### src/rtl/cbgd_pkg.sv
`timescale 1ns / 1ps
// ----------------------------------------------------------------------------
// cbgd_pkg
// Shared types, codes and denomination helpers for the coin bank dispenser.
// ----------------------------------------------------------------------------
package cbgd_pkg;

  localparam int COUNT_WIDTH_DEF = 16;
  localparam int QUEUE_DEPTH_DEF = 4;

  localparam int NUM_DEN   = 5;
  localparam int AMT_W     = 24;
  localparam int COIN_W    = 8;
  localparam int TAKE_W    = 16;
  localparam int STATUS_W  = 3;
  localparam int DEN_VAL_W = 7;

  typedef logic [2:0] den_idx_t;

  // denomination order, largest first
  localparam den_idx_t DEN_100 = 3'd0;
  localparam den_idx_t DEN_50  = 3'd1;
  localparam den_idx_t DEN_25  = 3'd2;
  localparam den_idx_t DEN_10  = 3'd3;
  localparam den_idx_t DEN_5   = 3'd4;

  typedef logic [STATUS_W-1:0] status_t;

  localparam status_t ST_DEPOSITED  = 3'd0;
  localparam status_t ST_UNKNOWN    = 3'd1;
  localparam status_t ST_FULL       = 3'd2;
  localparam status_t ST_WITHDRAWN  = 3'd3;
  localparam status_t ST_NO_BALANCE = 3'd4;
  localparam status_t ST_NO_COINS   = 3'd5;

  typedef enum logic [1:0] {
    OP_DEPOSIT  = 2'd0,
    OP_UNKNOWN  = 2'd1,
    OP_WITHDRAW = 2'd2
  } op_t;

  typedef struct packed {
    op_t              op;
    den_idx_t         coin_idx;
    logic [AMT_W-1:0] amount;
  } entry_t;

  // floor(x/5) and floor(x/25) by reciprocal, exact for any 24-bit x
  localparam logic [24:0] RECIP_5   = 25'd13421773;
  localparam int          SHIFT_5   = 26;
  localparam logic [24:0] RECIP_25  = 25'd21474837;
  localparam int          SHIFT_25  = 29;

  function automatic logic [DEN_VAL_W-1:0] den_value(input den_idx_t k);
    logic [DEN_VAL_W-1:0] v;
    case (k)
      DEN_100: v = 7'd100;
      DEN_50:  v = 7'd50;
      DEN_25:  v = 7'd25;
      DEN_10:  v = 7'd10;
      DEN_5:   v = 7'd5;
      default: v = 7'd5;
    endcase
    return v;
  endfunction

  function automatic logic [AMT_W-1:0] div_den(input logic [AMT_W-1:0] x,
                                               input den_idx_t k);
    logic [AMT_W-1:0] opnd;
    logic [24:0]      recip;
    logic [48:0]      prod;
    logic [AMT_W-1:0] q;
    case (k)
      DEN_100: begin
        opnd  = x >> 2;
        recip = RECIP_25;
      end
      DEN_50: begin
        opnd  = x >> 1;
        recip = RECIP_25;
      end
      DEN_25: begin
        opnd  = x;
        recip = RECIP_25;
      end
      DEN_10: begin
        opnd  = x >> 1;
        recip = RECIP_5;
      end
      default: begin
        opnd  = x;
        recip = RECIP_5;
      end
    endcase
    prod = 49'(opnd) * 49'(recip);
    if (k == DEN_100 || k == DEN_50 || k == DEN_25) begin
      q = AMT_W'(prod >> SHIFT_25);
    end else begin
      q = AMT_W'(prod >> SHIFT_5);
    end
    return q;
  endfunction

  function automatic logic [AMT_W-1:0] mul_den(input logic [AMT_W-1:0] n,
                                               input den_idx_t k);
    logic [AMT_W+DEN_VAL_W-1:0] p;
    p = (AMT_W+DEN_VAL_W)'(n) * (AMT_W+DEN_VAL_W)'(den_value(k));
    return p[AMT_W-1:0];
  endfunction

endpackage

### src/rtl/cbgd_front.sv
`timescale 1ns / 1ps
// ----------------------------------------------------------------------------
// cbgd_front
// Input stage: takes items, decodes the operation and coin, feeds the queue.
// ----------------------------------------------------------------------------
module cbgd_front (
  input  logic                        clk,
  input  logic                        rst_n,
  input  logic                        in_valid,
  output logic                        in_stall,
  input  logic                        in_func,
  input  logic [cbgd_pkg::COIN_W-1:0] in_coin_cents,
  input  logic [cbgd_pkg::AMT_W-1:0]  in_amount_cents,
  output logic                        push,
  output cbgd_pkg::entry_t            push_data,
  input  logic                        q_full
);
  import cbgd_pkg::*;

  logic   fr_valid_r, fr_valid_nxt;
  entry_t fr_data_r;
  entry_t cls;
  logic   accept;

  assign in_stall  = fr_valid_r && q_full;
  assign accept    = in_valid && !in_stall;
  assign push      = fr_valid_r && !q_full;
  assign push_data = fr_data_r;

  always_comb begin
    cls.amount   = in_amount_cents;
    cls.coin_idx = DEN_5;
    cls.op       = OP_DEPOSIT;
    if (in_func) begin
      cls.op = OP_WITHDRAW;
    end else begin
      case (in_coin_cents)
        8'd100:  cls.coin_idx = DEN_100;
        8'd50:   cls.coin_idx = DEN_50;
        8'd25:   cls.coin_idx = DEN_25;
        8'd10:   cls.coin_idx = DEN_10;
        8'd5:    cls.coin_idx = DEN_5;
        default: cls.op       = OP_UNKNOWN;
      endcase
    end
  end

  always_comb begin
    fr_valid_nxt = fr_valid_r;
    if (accept) begin
      fr_valid_nxt = 1'b1;
    end else if (push) begin
      fr_valid_nxt = 1'b0;
    end
  end

  always_ff @(posedge clk) begin
    if (!rst_n) begin
      fr_valid_r <= 1'b0;
    end else begin
      fr_valid_r <= fr_valid_nxt;
    end
  end

  always_ff @(posedge clk) begin
    if (accept) begin
      fr_data_r <= cls;
    end
  end

endmodule

### config.mk
export PLATFORM = sky130hd
export DESIGN_NAME = cbgd_front
export DESIGN_NICKNAME = d
export VERILOG_FILES = /design/src/rtl/cbgd_pkg.sv /design/src/rtl/cbgd_front.sv
export SDC_FILE = /design/constraint.sdc
export NUM_CORES = 1
export LEC_CHECK = 0
export BUFFER_PORTS_ARGS = -buffer_cell sky130_fd_sc_hd__buf_4
export CAP_MARGIN = 15
export CORE_MARGIN = 2
export CORE_UTILIZATION = 46
export CTS_BUF_LIST = sky130_fd_sc_hd__clkbuf_8
export CTS_CLUSTER_SIZE = 16
export DETAILED_ROUTE_END_ITERATION = 6
export GPL_TIMING_DRIVEN = 1
export PLACE_DENSITY = 0.86
export REMOVE_ABC_BUFFERS = 1
export SYNTH_ARGS = -nofsm -noshare
export SYNTH_HDL_FRONTEND = slang
export SYNTH_SLANG_ARGS = --single-unit
### constraint.sdc
create_clock -name clk -period 5.8 [get_ports clk]
set_clock_uncertainty 0.15 [all_clocks]
set_input_delay 1.16 -clock clk [delete_from_list [all_inputs] [get_ports clk]]
set_output_delay 1.16 -clock clk [all_outputs]
set_load 0.005 [all_outputs]
==> metrics.md, run 1 <==
| Metric | Value |
|---|---|
| Worst setup SP type | `input pin` |
| Number of nets at the end of the flow | `164` |
| Worst Path Arrival | `1.59 ns` |
| Slew at the pin with the worst max-slew slack | `0.360 ns` |
| Unrepaired setup endpoints after global routing | `false` |
| Reg2reg start | `fr_valid_r` |
| Num rows | `17` |
| Flop-to-flop setup slack | `4.43 ns` |
| Largest fanout on the critical path | `3` |
| Min-delay src | `fr_valid_r` |
| Required time of the critical path | `4.49 ns` |
| Number of cells traversed by the worst hold path | `2` |
| Largest net degree at the start of global routing | `30` |
| Count of max-cap constraint violations | `0` |
| Via count | `759` |
| Post-synthesis to final-layout area growth | `59.4%` |
| ANT cells | `0` |
| Top cell type's share of synthesized area | `0.822` |
| Number of setup buffers added after CTS | `0` |
| Clock-pin transition on the worst setup and hold timing paths | `0.05 ns` |
| Cell types occupying the most area after synthesis | `edfxtp_1 82%, dfxtp_1 1.9%, or4b_1 1.9%` |
| Hold endpoint | `fr_valid_r` |
| Critical Path End Type | `primary output` |
| Routed wire length | `2380 um` |
| Detail Placement HPWL | `1770 um` |
| Count of buffers from port buffering | `67` |
| Count of hold-fix buffers inserted at cts | `0` |
| Die Outline Area | `2700 um^2` |
| Number of cells in the finished layout apart from fillers | `156` |
| Total congestion overflow after global routing | `0` |
| Most frequent standard cell in the layout excluding fill and tap cells | `buf_4` |
| DR WL/cell | `15.3 um` |
| Number of remaining DRC errors | `0` |
| Synthesized flop and latch total | `30` |
| Global placement routability congestion | `0.749` |
| Type of the tightest min-delay check | `flip-flop to flip-flop` |
| Seq/Total Area, Yosys | `0.841` |
| Pwr dens | `271 nW/um^2` |
| Global-route usage over all layers | `0.201` |
| Die extent in x | `52 um` |
| Final setup violating endpoints | `0` |
| Final critical-path share of the clock period | `0.500` |
| Number of nets with antenna violations after routing | `0` |
| Ports placed on the boundary | `68` |
| Most frequent cells in the layout | `68 x buf_4, 29 x edfxtp_1, 5 x clkbuf_8, 3 x nor4_1` |
| Number of warnings issued by yosys | `0` |
| Number of clock buffers inserted by TritonCTS | `5` |
| Resize count post-CTS | `0` |
| First DRT Iteration DRCs | `13` |
| Number of endpoints with negative hold slack in the final report | `0` |
| Peak ir drop on the vdd network | `211 uV` |
| Run status | `finished, final reports clean` |
| Via count of the first global-routing pass | `734` |
| Setup TNS after final layout | `0 ns` |
| TritonCTS clock tree | `yes` |
| PnR worst setup slack | `2.90 ns` |
| H-tree Lvls | `2` |
| Number of pins with negative max-slew slack in the final report | `0` |
| Synth Area per Inst | `20.4 um^2` |
| Initial antenna violation count | `0` |
| Final critical delay including setup and external delays | `2.90 ns` |
| Height of the die | `52 um` |
| Core area | `2190 um^2` |
| Netlist area before placement | `1060 um^2` |
| Type of the worst setup path | `input pin to primary output` |
| Longest Clk Path Bufs | `2` |
| End of the worst register-to-register path | `push_data[25]` |
| Number of vias per cell | `4.87` |
| Number of cells on the worst reg-to-reg path | `3` |
| Pleak | `0.729 nW` |
| Cell total after placement | `148` |
| Placement Setup Slack | `2.90 ns` |
| Cell variety after synth | `19` |
| First-pass iteration count of the detailed router | `4` |
| Synthesized netlist cell count | `52` |
| Peak clock frequency supported by timing | `345 MHz` |
| Wire length of the first global-routing pass | `3550 um` |
| Fraction of layout instances using a drive strength above 1 | `0.594` |
| Overall power | `0.457 mW` |
| Relative slew margins | `0.758` |
| Clock Latency Late Sink | `0.27 ns` |
| Cell at the root of the clock tree | `clkbuf_8` |
| Yosys top cell by area | `edfxtp_1` |
| Effective utilization at floorplan | `0.484` |
| Clock Sinks | `30` |
## cell type report
type	count	area, um^2
clock buffer	5	68.8
clock inverter	3	12.5
multi-input combinational	21	168
sequential	30	891
inverter	1	3.75
timing repair buffer	68	510
tap	28	35.0
fill	133	502
## critical path: stages
cell and delay, ns:
buf_4 0.11, and2_1 0.18, buf_4 0.14
## per-stage QoR
| stage | hold slack, ns | util | area, um^2 |
|---|---|---|---|
| 2_1_floorplan | 0.438 | - | 1060 |
| 3_3_place_gp | 0.450 | 0.734 | 1610 |
| 3_5_place_dp | 0.459 | 0.734 | 1610 |
| 4_1_cts | 0.475 | 0.771 | 1690 |
| 5_1_grt | 0.523 | 0.771 | 1690 |
| 6_report | 0.470 | 0.771 | 1690 |
## state kept, by name, indices dropped and copies added (netlist names)
| signal | cells |
|---|---|
| fr_valid_r | 1 |
| push_data | 29 |
## cells in the mapped netlist
library cell,instances
nand3b_1,1
nor4_1,3
or4b_1,2
and3b_1,1
or3b_1,1
nor3b_1,1
o211a_1,1
dfxtp_1,1
nand2b_1,1
o21a_1,1
nor4b_2,1
and2_1,2
inv_1,1
a2111oi_1,1
edfxtp_1,29
nand2_1,1
nor2b_1,2
o31ai_1,1
o41ai_1,1
## power breakdown
part	total, mW	leakage (nW)	switching, mW	internal, mW
Clock	0.151	0.0468	0.0703	0.0803
Sequential	0.256	0.287	0.00359	0.252
Combinational	0.0509	0.395	0.0188	0.0321
Total	0.457	0.729	0.0927	0.365
## layer usage
| metal | global-route usage | part of all wire | vias up | wire length (um) |
|---|---|---|---|---|
| li1 | - | - | 361 | - |
| met1 | 0.230 | 0.37 | 342 | 872 |
| met2 | 0.314 | 0.49 | 54 | 1160 |
| met3 | 0.106 | 0.14 | 2 | 336 |
| met4 | 0.0789 | 0.0050 | 0 | 12 |
| met5 | 0 | 0 | - | 0 |
## cell families (layout without fill, tap and decap cells)
kind of cell / after synthesis / in the layout / synth area share
simple gates: 16 / 16 / 0.115
flops: 30 / 30 / 0.841
compound gates: 5 / 5 / 0.0413
buf+inv: 1 / 77 / 0.00354
## how the worst max path moves through the flow
stage               slack [ns]  depth (start not counted)    from           end
floorplan                 2.56                          2  q_full  push_data[0]
global placement          2.91                          3  q_full      in_stall
detailed placement        2.90                          3  q_full      in_stall
CTS                       2.90                          3  q_full      in_stall
global route              2.89                          3  q_full      in_stall
finish                    2.90                          3  q_full      in_stall
Note: power is estimated with default switching activity, not from simulation.
==> run 2: changes to the inputs <==
--- a/config.mk
+++ b/config.mk
@@ -8,12 +8,12 @@
 export BUFFER_PORTS_ARGS = -buffer_cell sky130_fd_sc_hd__buf_4
 export CAP_MARGIN = 15
 export CORE_MARGIN = 2
-export CORE_UTILIZATION = 46
+export CORE_UTILIZATION = 39
 export CTS_BUF_LIST = sky130_fd_sc_hd__clkbuf_8
 export CTS_CLUSTER_SIZE = 16
 export DETAILED_ROUTE_END_ITERATION = 6
 export GPL_TIMING_DRIVEN = 1
-export PLACE_DENSITY = 0.86
+export PLACE_DENSITY = 0.78
 export REMOVE_ABC_BUFFERS = 1
 export SYNTH_ARGS = -nofsm -noshare
 export SYNTH_HDL_FRONTEND = slang
==> constraint.sdc (replaced) <==
create_clock -name clk -period 2.65 [get_ports clk]
set_clock_uncertainty 0.15 [all_clocks]
set_input_delay 0.53 -clock clk [delete_from_list [all_inputs] [get_ports clk]]
set_output_delay 0.53 -clock clk [all_outputs]
set_load 0.005 [all_outputs]
==> run 2 against run 1 <==
Against the previous run:
- worst hold slack worse by 0.19 ns
- total power is 120% higher
- via count is 3.3% higher
- sequential share of layout area is 0.078 points lower
- first-iteration DRC count is 15% higher
- global-route usage is 4.5 points lower
- setup slack worse by 2.1 ns
- sequential cell count stayed put
- critical endpoint is now push_data[26]
- highest routed layer unchanged
==> metrics.md, run 2 (synthesis gave the netlist of run 1 again) <==
| Metric | Value |
|---|---|
| Critical Path End Type | `flip-flop` |
| Pint | `0.798 mW (+120%)` |
| Most frequent standard cell in the layout excluding fill and tap cells | `buf_4` |
| Number of vias per cell | `4.96 (+2.0%)` |
| Longest Clk Path Bufs | `2 (unchanged)` |
| Run status | `finished, final reports clean` |
| Die Outline Area | `3150 um^2 (+17%)` |
| Clock Latency Late Sink | `0.27 ns (about the same)` |
| Most frequent cells in the layout | `68 x buf_4, 29 x edfxtp_1, 5 x clkbuf_8, 3 x nor4_1` |
| CP Capture Point | `push_data[26]` |
| Effective utilization at floorplan | `0.420 (-0.0636)` |
| PnR worst setup slack | `0.825 ns (-2.08 ns)` |
| Unrepaired setup endpoints after global routing | `false` |
| Height of the die | `56.1 um (+7.9%)` |
| Number of filler instances in the final layout | `196 (+47%)` |
| Register area | `891 um^2 (unchanged)` |
| End of the worst register-to-register path | `push_data[19]` |
| Fraction of power consumed by combinational cells | `0.111 (about the same)` |
| Critical path, cell by cell | `buf_4 > or4b_1 > nor4_1 > o31ai_1` |
| Relative slew margins | `0.754 (-0.00421)` |
| Placement Setup Slack | `0.543 ns (-2.36 ns)` |
| TritonCTS clock tree | `yes` |
| Critical path's largest stage delay | `0.56 ns (+0.38 ns)` |
| Max reg flops | `29 (unchanged)` |
| Peak clock frequency supported by timing | `548 MHz` |
| Num rows | `18 (+1)` |
| Number of setup buffers added after CTS | `0 (unchanged)` |
| Ports placed on the boundary | `68 (unchanged)` |
| Bufs and invs on worst path | `1 (-1)` |
| Cell with the largest stage delay on the worst path | `or4b_1` |
| Total congestion overflow after global routing | `0 (unchanged)` |
| Detail Placement HPWL | `1800 um (+1.9%)` |
| Worst Path Arrival | `1.68 ns (+0.09 ns)` |
| Number of remaining DRC errors | `0 (unchanged)` |
| Core area | `2520 um^2 (+15%)` |
| Clock Sinks | `30 (unchanged)` |
| Count of max-cap constraint violations | `0 (unchanged)` |
| Crit path launch | `in_coin_cents[4]` |
| Cell at the root of the clock tree | `clkbuf_8` |
| ANT cells | `0 (unchanged)` |
| Worst setup SP type | `input pin` |
| Pwr dens | `590 nW/um^2 (+120%)` |
| H-tree Lvls | `2 (unchanged)` |
| Flop pwr share | `0.560 (about the same)` |
| Required time of the critical path | `2.51 ns (-1.98 ns)` |
| Global placement routability congestion | `0.740 (-1.2%)` |
| Largest net degree at the start of global routing | `30 (unchanged)` |
| Placement Cell Area | `1610 um^2 (+0.16%)` |
| Peak ir drop on the vdd network | `478 uV (+130%)` |
| Family with the most delay on the worst path | `simple AND/OR/NAND/NOR gates` |
| Global-route usage over all layers | `0.156 (-0.0448)` |
| Type of the tightest min-delay check | `input pin to flip-flop` |
| Via count of the first global-routing pass | `713 (-2.9%)` |
| Number of endpoints with negative hold slack in the final report | `0 (unchanged)` |
| Switching power share of the total | `0.201 (-0.00199)` |
| Clock power share | `0.329 (about the same)` |
| Routed wire length | `2300 um (-3.4%)` |
| Number of cells on the worst reg-to-reg path | `3 (unchanged)` |
| Resize count post-CTS | `0 (unchanged)` |
| Area occupied by multi-input gates | `168 um^2 (unchanged)` |
| Final setup violating endpoints | `0 (unchanged)` |
| First-pass iteration count of the detailed router | `4 (unchanged)` |
| Final Cell Area | `1690 um^2 (+0.15%)` |
| Count of hold-fix buffers inserted at cts | `0 (unchanged)` |
| Setup TNS after final layout | `0 ns (unchanged)` |
| Clock-pin transition on the worst setup and hold timing paths | `0.06 ns (about the same)` |
| Slew at the pin with the worst max-slew slack | `0.365 ns (+0.00487 ns)` |
| Number of nets with antenna violations after routing | `0 (unchanged)` |
| Pleak | `0.729 nW (unchanged)` |
| Reg2reg start | `fr_valid_r` |
| Fraction of layout instances using a drive strength above 1 | `0.594 (unchanged)` |
| Wire length of the first global-routing pass | `3510 um (-0.96%)` |
| Final critical-path share of the clock period | `0.689` |
| Number of clock buffers inserted by TritonCTS | `5 (unchanged)` |
| Type of the worst setup path | `input pin to flip-flop` |
| Count of buffers from port buffering | `67 (unchanged)` |
| Via count | `784 (+3.3%)` |
| Initial antenna violation count | `0 (unchanged)` |
| Number of nets at the end of the flow | `164 (unchanged)` |
| Number of cells on the critical path | `4 (+1)` |
| Largest fanout on the critical path | `6 (+3)` |
| Final critical delay including setup and external delays | `1.82 ns` |
| Post-synthesis to final-layout area growth | `59.6%` |
| DR WL/cell | `14.6 um (-4.6%)` |
| Number of pins with negative max-slew slack in the final report | `0 (unchanged)` |
| Die extent in x | `56.1 um (+7.9%)` |
| First DRT Iteration DRCs | `15 (+2)` |
| Switching power | `0.200 mW (+120%)` |
| Flop-to-flop setup slack | `1.25 ns (-3.18 ns)` |
run 2: cell counts in the layout (fill, tap and decap cells not counted):
Identical to the previous run, type by type.
run 2: final cells by class:
type                    instances  area share
flip-flops and latches         30       0.527
repair buffers                 68       0.302
multi-input cells              21      0.0991
clock buffers                   5      0.0407
well taps                      30      0.0222
clock inverters                 3     0.00740
inverters                       1     0.00222
run 2: per-layer routing:
layer  wire, um  share of wire  vias up  GRT usage
met5          0              0        -          0
met4         23          0.010        0     0.0816
met3        319           0.14        2     0.0953
met2       1130           0.49       62      0.239
met1        828           0.36      358      0.167
li1           -              -      362          -
run 2: worst min path at each step:
| stage | start | cells past startpoint | to |
|---|---|---|---|
| floorplan | fr_valid_r | 2 | fr_valid_r |
| finish | in_amount_cents[2] | 1 | push_data[2] |
| global placement | fr_valid_r | 2 | fr_valid_r |
| CTS | in_amount_cents[2] | 1 | push_data[2] |
| detailed placement | fr_valid_r | 2 | fr_valid_r |
| global route | in_amount_cents[22] | 1 | push_data[22] |
run 2: worst register-to-register path, stage by stage (launching register included):
cell and delay (ns):
dfxtp_1 0.30, and2_1 0.16, nor2b_2 0.11, buf_4 0.33
run 2: per-stage QoR:
| step | total power, mW | hold WS [ns] | cells | utilization |
|---|---|---|---|---|
| 2_1_floorplan | 0.591 | 0.438 | 52 | - |
| 3_3_place_gp | 0.676 | 0.451 | 150 | 0.638 |
| 3_5_place_dp | 0.682 | 0.485 | 150 | 0.638 |
| 4_1_cts | 1.01 | 0.268 | 158 | 0.671 |
| 5_1_grt | 1.05 | 0.257 | 158 | 0.671 |
| 6_report | 0.998 | 0.278 | 158 | 0.671 |
run 2: power groups by stage:
stage | clock [mW] | sequential, mW | combinational [mW]
2_1_floorplan | 0 | 0.573 | 0.0175
3_3_place_gp | 0 | 0.568 | 0.108
3_5_place_dp | 0 | 0.570 | 0.112
4_1_cts | 0.338 | 0.560 | 0.112
5_1_grt | 0.366 | 0.561 | 0.119
6_report | 0.328 | 0.559 | 0.111
==> run 3: changes to the inputs <==
--- a/config.mk
+++ b/config.mk
@@ -5,15 +5,16 @@
 export SDC_FILE = /design/constraint.sdc
 export NUM_CORES = 1
 export LEC_CHECK = 0
+export ABC_AREA = 1
 export BUFFER_PORTS_ARGS = -buffer_cell sky130_fd_sc_hd__buf_4
 export CAP_MARGIN = 15
 export CORE_MARGIN = 2
-export CORE_UTILIZATION = 39
+export CORE_UTILIZATION = 43
 export CTS_BUF_LIST = sky130_fd_sc_hd__clkbuf_8
 export CTS_CLUSTER_SIZE = 16
 export DETAILED_ROUTE_END_ITERATION = 6
 export GPL_TIMING_DRIVEN = 1
-export PLACE_DENSITY = 0.78
+export PLACE_DENSITY = 0.8
 export REMOVE_ABC_BUFFERS = 1
 export SYNTH_ARGS = -nofsm -noshare
 export SYNTH_HDL_FRONTEND = slang
==> constraint.sdc (replaced) <==
create_clock -name clk -period 1.7 [get_ports clk]
set_clock_uncertainty 0.15 [all_clocks]
set_input_delay 0.34 -clock clk [delete_from_list [all_inputs] [get_ports clk]]
set_output_delay 0.34 -clock clk [all_outputs]
set_load 0.005 [all_outputs]
==> run 3 against run 2 <==
Against the previous run:
- sequential cell count stayed put
- setup slack worse by 0.46 ns
- total power increased by 56%
- utilization up 4.0 points
- synthesized cell count up 50%
- highest routed layer is now met3
==> metrics.md, run 3 <==
| Metric | Value |
|---|---|
| Worst setup SP type | `flip-flop` |
| Seq/Total Area, Yosys | `0.809 (-0.0315)` |
| Bufs and invs on worst path | `2 (+1)` |
| Core area | `2450 um^2 (-2.7%)` |
| Max reg flops | `29 (unchanged)` |
| Ports placed on the boundary | `68 (unchanged)` |
| Count of hold-fix buffers inserted at cts | `0 (unchanged)` |
| Required time of the critical path | `1.21 ns (-1.30 ns)` |
| Most frequent standard cell in the layout excluding fill and tap cells | `buf_4` |
| Worst Path Arrival | `0.84 ns (-0.84 ns)` |
| Peak ir drop on the vdd network | `743 uV (+56%)` |
| Clock-pin transition on the worst setup and hold timing paths | `0.06 ns (about the same)` |
| Number of synthesized flops with an enable pin | `29 (unchanged)` |
| Synth Area per Inst | `14.1 um^2 (-31%)` |
| Die extent in x | `54.6 um (-2.7%)` |
| Number of vias per cell | `4.53 (-8.7%)` |
| Unrepaired setup endpoints after global routing | `false` |
| Effective utilization at floorplan | `0.449 (+0.0284)` |
| Number of endpoints with negative hold slack in the final report | `0 (unchanged)` |
| Final critical-path share of the clock period | `0.783` |
| Slew at the pin with the worst max-slew slack | `0.146 ns (-0.219 ns)` |
| Height of the die | `54.6 um (-2.7%)` |
| Simple-gate portion of the synthesized area | `0.130 (+0.0150)` |
| Resize count post-CTS | `0 (unchanged)` |
| Number of pins with negative max-slew slack in the final report | `0 (unchanged)` |
| CP Capture Point | `in_stall` |
| Initial antenna violation count | `0 (unchanged)` |
| Netlist area before placement | `1100 um^2 (+3.9%)` |
| First DRT Iteration DRCs | `20 (+5)` |
| Die Outline Area | `2980 um^2 (-5.4%)` |
| Crit path launch | `fr_valid_r` |
| Routed wire length | `2080 um (-9.9%)` |
| Number of warnings issued by yosys | `0 (unchanged)` |
| Yosys top cell by area | `edfxtp_1` |
| Type of the tightest min-delay check | `input pin to flip-flop` |
| Via count | `834 (+6.4%)` |
| Top cell type's share of synthesized area | `0.791 (-0.0308)` |
| Number of remaining DRC errors | `0 (unchanged)` |
| Flop-to-flop setup slack | `0.49 ns (-0.76 ns)` |
| Cell variety after synth | `14 (-5)` |
| Type of the worst setup path | `flip-flop to primary output` |
| Dominant combinational cell family by area after synthesis | `simple AND/OR/NAND/NOR gates` |
| Clock Sinks | `30 (unchanged)` |
| Number of cells on the critical path | `3 (-1)` |
| Cell with the largest stage delay on the worst path | `dfxtp_1` |
| Count of buffers from port buffering | `67 (unchanged)` |
| DR WL/cell | `11.3 um (-23%)` |
| ANT cells | `0 (unchanged)` |
| Final critical delay including setup and external delays | `1.33 ns` |
| Post-synthesis share of cell area spent on xor and xnor gates | `0 (unchanged)` |
| Fraction of layout instances using a drive strength above 1 | `0.552 (-0.0418)` |
| Number of filler instances in the final layout | `170 (-13%)` |
| Number of setup buffers added after CTS | `0 (unchanged)` |
| Run status | `finished, final reports clean` |
| Worst hold slack | `0.0926 ns (-0.185 ns)` |
| PnR worst setup slack | `0.368 ns (-0.457 ns)` |
| Reg2reg start | `fr_valid_r` |
| Number of nets at the end of the flow | `190 (+16%)` |
| TritonCTS clock tree | `yes` |
| H-tree Lvls | `2 (unchanged)` |
| Count of max-cap constraint violations | `0 (unchanged)` |
| End of the worst register-to-register path | `push_data[18]` |
| Clock Latency Late Sink | `0.26 ns (about the same)` |
| Pleak | `0.802 nW (+10%)` |
| Critical path, cell by cell | `nand2_1 > inv_1 > buf_4` |
| Number of nets with antenna violations after routing | `0 (unchanged)` |
| Most common cell in the netlist | `edfxtp_1` |
| Share of the synthesized area in compound gates (AO/OA/AOI/OAI) | `0.0205 (-0.0209)` |
| Final setup violating endpoints | `0 (unchanged)` |
| Overall power | `1.56 mW (+56%)` |
| Via count of the first global-routing pass | `698 (-2.1%)` |
| Critical path's largest stage delay | `0.32 ns (-0.24 ns)` |
| Async set-or-reset flop fraction in the synthesized netlist | `0 (unchanged)` |
| Placement Setup Slack | `0.320 ns (-0.223 ns)` |
| Pwr dens | `892 nW/um^2 (+51%)` |
| Portion of netlist area occupied by mux cells | `0 (unchanged)` |
| Cell at the root of the clock tree | `clkbuf_8` |
| Detail Placement HPWL | `1700 um (-5.6%)` |
| Num rows | `18 (unchanged)` |
| Peak clock frequency supported by timing | `751 MHz` |
| Critical Path End Type | `primary output` |
| Wire length of the first global-routing pass | `2730 um (-22%)` |
| Family with the most delay on the worst path | `flip-flops` |
| Most frequent cells in the layout | `67 x buf_4, 29 x edfxtp_1, 15 x nand2_1, 9 x inv_1, 9 x nor2_1` |
| Largest fanout on the critical path | `2 (-4)` |
| Post-synthesis to final-layout area growth | `58.5%` |
| Longest Clk Path Bufs | `2 (unchanged)` |
| Cell types occupying the most area after synthesis | `edfxtp_1 79%, nand2_1 5.1%, nor2_1 3.4%` |
| Largest net degree at the start of global routing | `30 (unchanged)` |
| Number of clock buffers inserted by TritonCTS | `5 (unchanged)` |
| Leading cell types by count after synthesis | `29 x edfxtp_1, 15 x nand2_1, 10 x nor2_1` |
| Relative slew margins | `0.903 (+0.149)` |
| Commonest register cell after synthesis | `edfxtp_1` |
| Synthesized flop and latch total | `30 (unchanged)` |
| Global-route usage over all layers | `0.136 (-0.0203)` |
| Adder and majority gate portion of the synthesized area | `0 (unchanged)` |
| Global placement routability congestion | `0.722 (-2.5%)` |
| First-pass iteration count of the detailed router | `4 (unchanged)` |
| Synthesized netlist cell count | `78 (+50%)` |
| Number of cells on the worst reg-to-reg path | `4 (+1)` |
| Total congestion overflow after global routing | `0 (unchanged)` |
[run 3: stage by stage]
stage,TNS (ns),util,cell area [um^2],instances
floorplan,-16.33,-,1100,78
global placement,0,0.678,1660,176
detailed placement,0,0.678,1660,176
CTS,0,0.711,1750,184
global route,0,0.711,1750,184
finish,0,0.711,1750,184
[run 3: cell type report]
class / instances / area, um^2 / share of cell area
clock buffer: 5 / 68.8 / 0.0394
clock inverter: 3 / 12.5 / 0.00717
inverter: 12 / 45.0 / 0.0258
multi-input combinational: 36 / 168 / 0.0961
sequential: 30 / 891 / 0.510
tap: 30 / 37.5 / 0.0215
timing repair buffer: 68 / 523 / 0.300
[run 3: report_power, final]
part           total [mW]  switching (mW)  internal (mW)
registers           0.874          0.0120          0.862
clock network       0.498           0.224          0.274
logic               0.185          0.0706          0.115
total                1.56           0.307           1.25
[run 3: per-layer routing]
metal	GRT usage	share of wire
met5	0	0
met4	0.0625	0
met3	0.0601	0.15
met2	0.228	0.50
met1	0.145	0.36
[run 3: cells by family after synthesis]
| family | after synthesis |
|---|---|
| AND/OR/NAND/NOR | 32 |
| flip-flops | 30 |
| buffers and inverters | 12 |
| AO/OA/AOI/OAI | 4 |
[run 3: worst reg2reg max path, cell delays in order (launching register included)]
cell     delay, ns
dfxtp_1       0.31
nand2_1       0.07
inv_1         0.06
nor2_2        0.12
buf_12        0.20
[run 3: worst min path at each step]
| stage | depth (start not counted) | to | from |
|---|---|---|---|
| final | 1 | push_data[6] | in_amount_cents[6] |
| after global placement | 2 | fr_valid_r | fr_valid_r |
| after global routing | 1 | push_data[3] | in_amount_cents[3] |
| after CTS | 1 | push_data[6] | in_amount_cents[6] |
| after detailed placement | 2 | fr_valid_r | fr_valid_r |
| after floorplan | 0 | push_data[0] | in_amount_cents[0] |
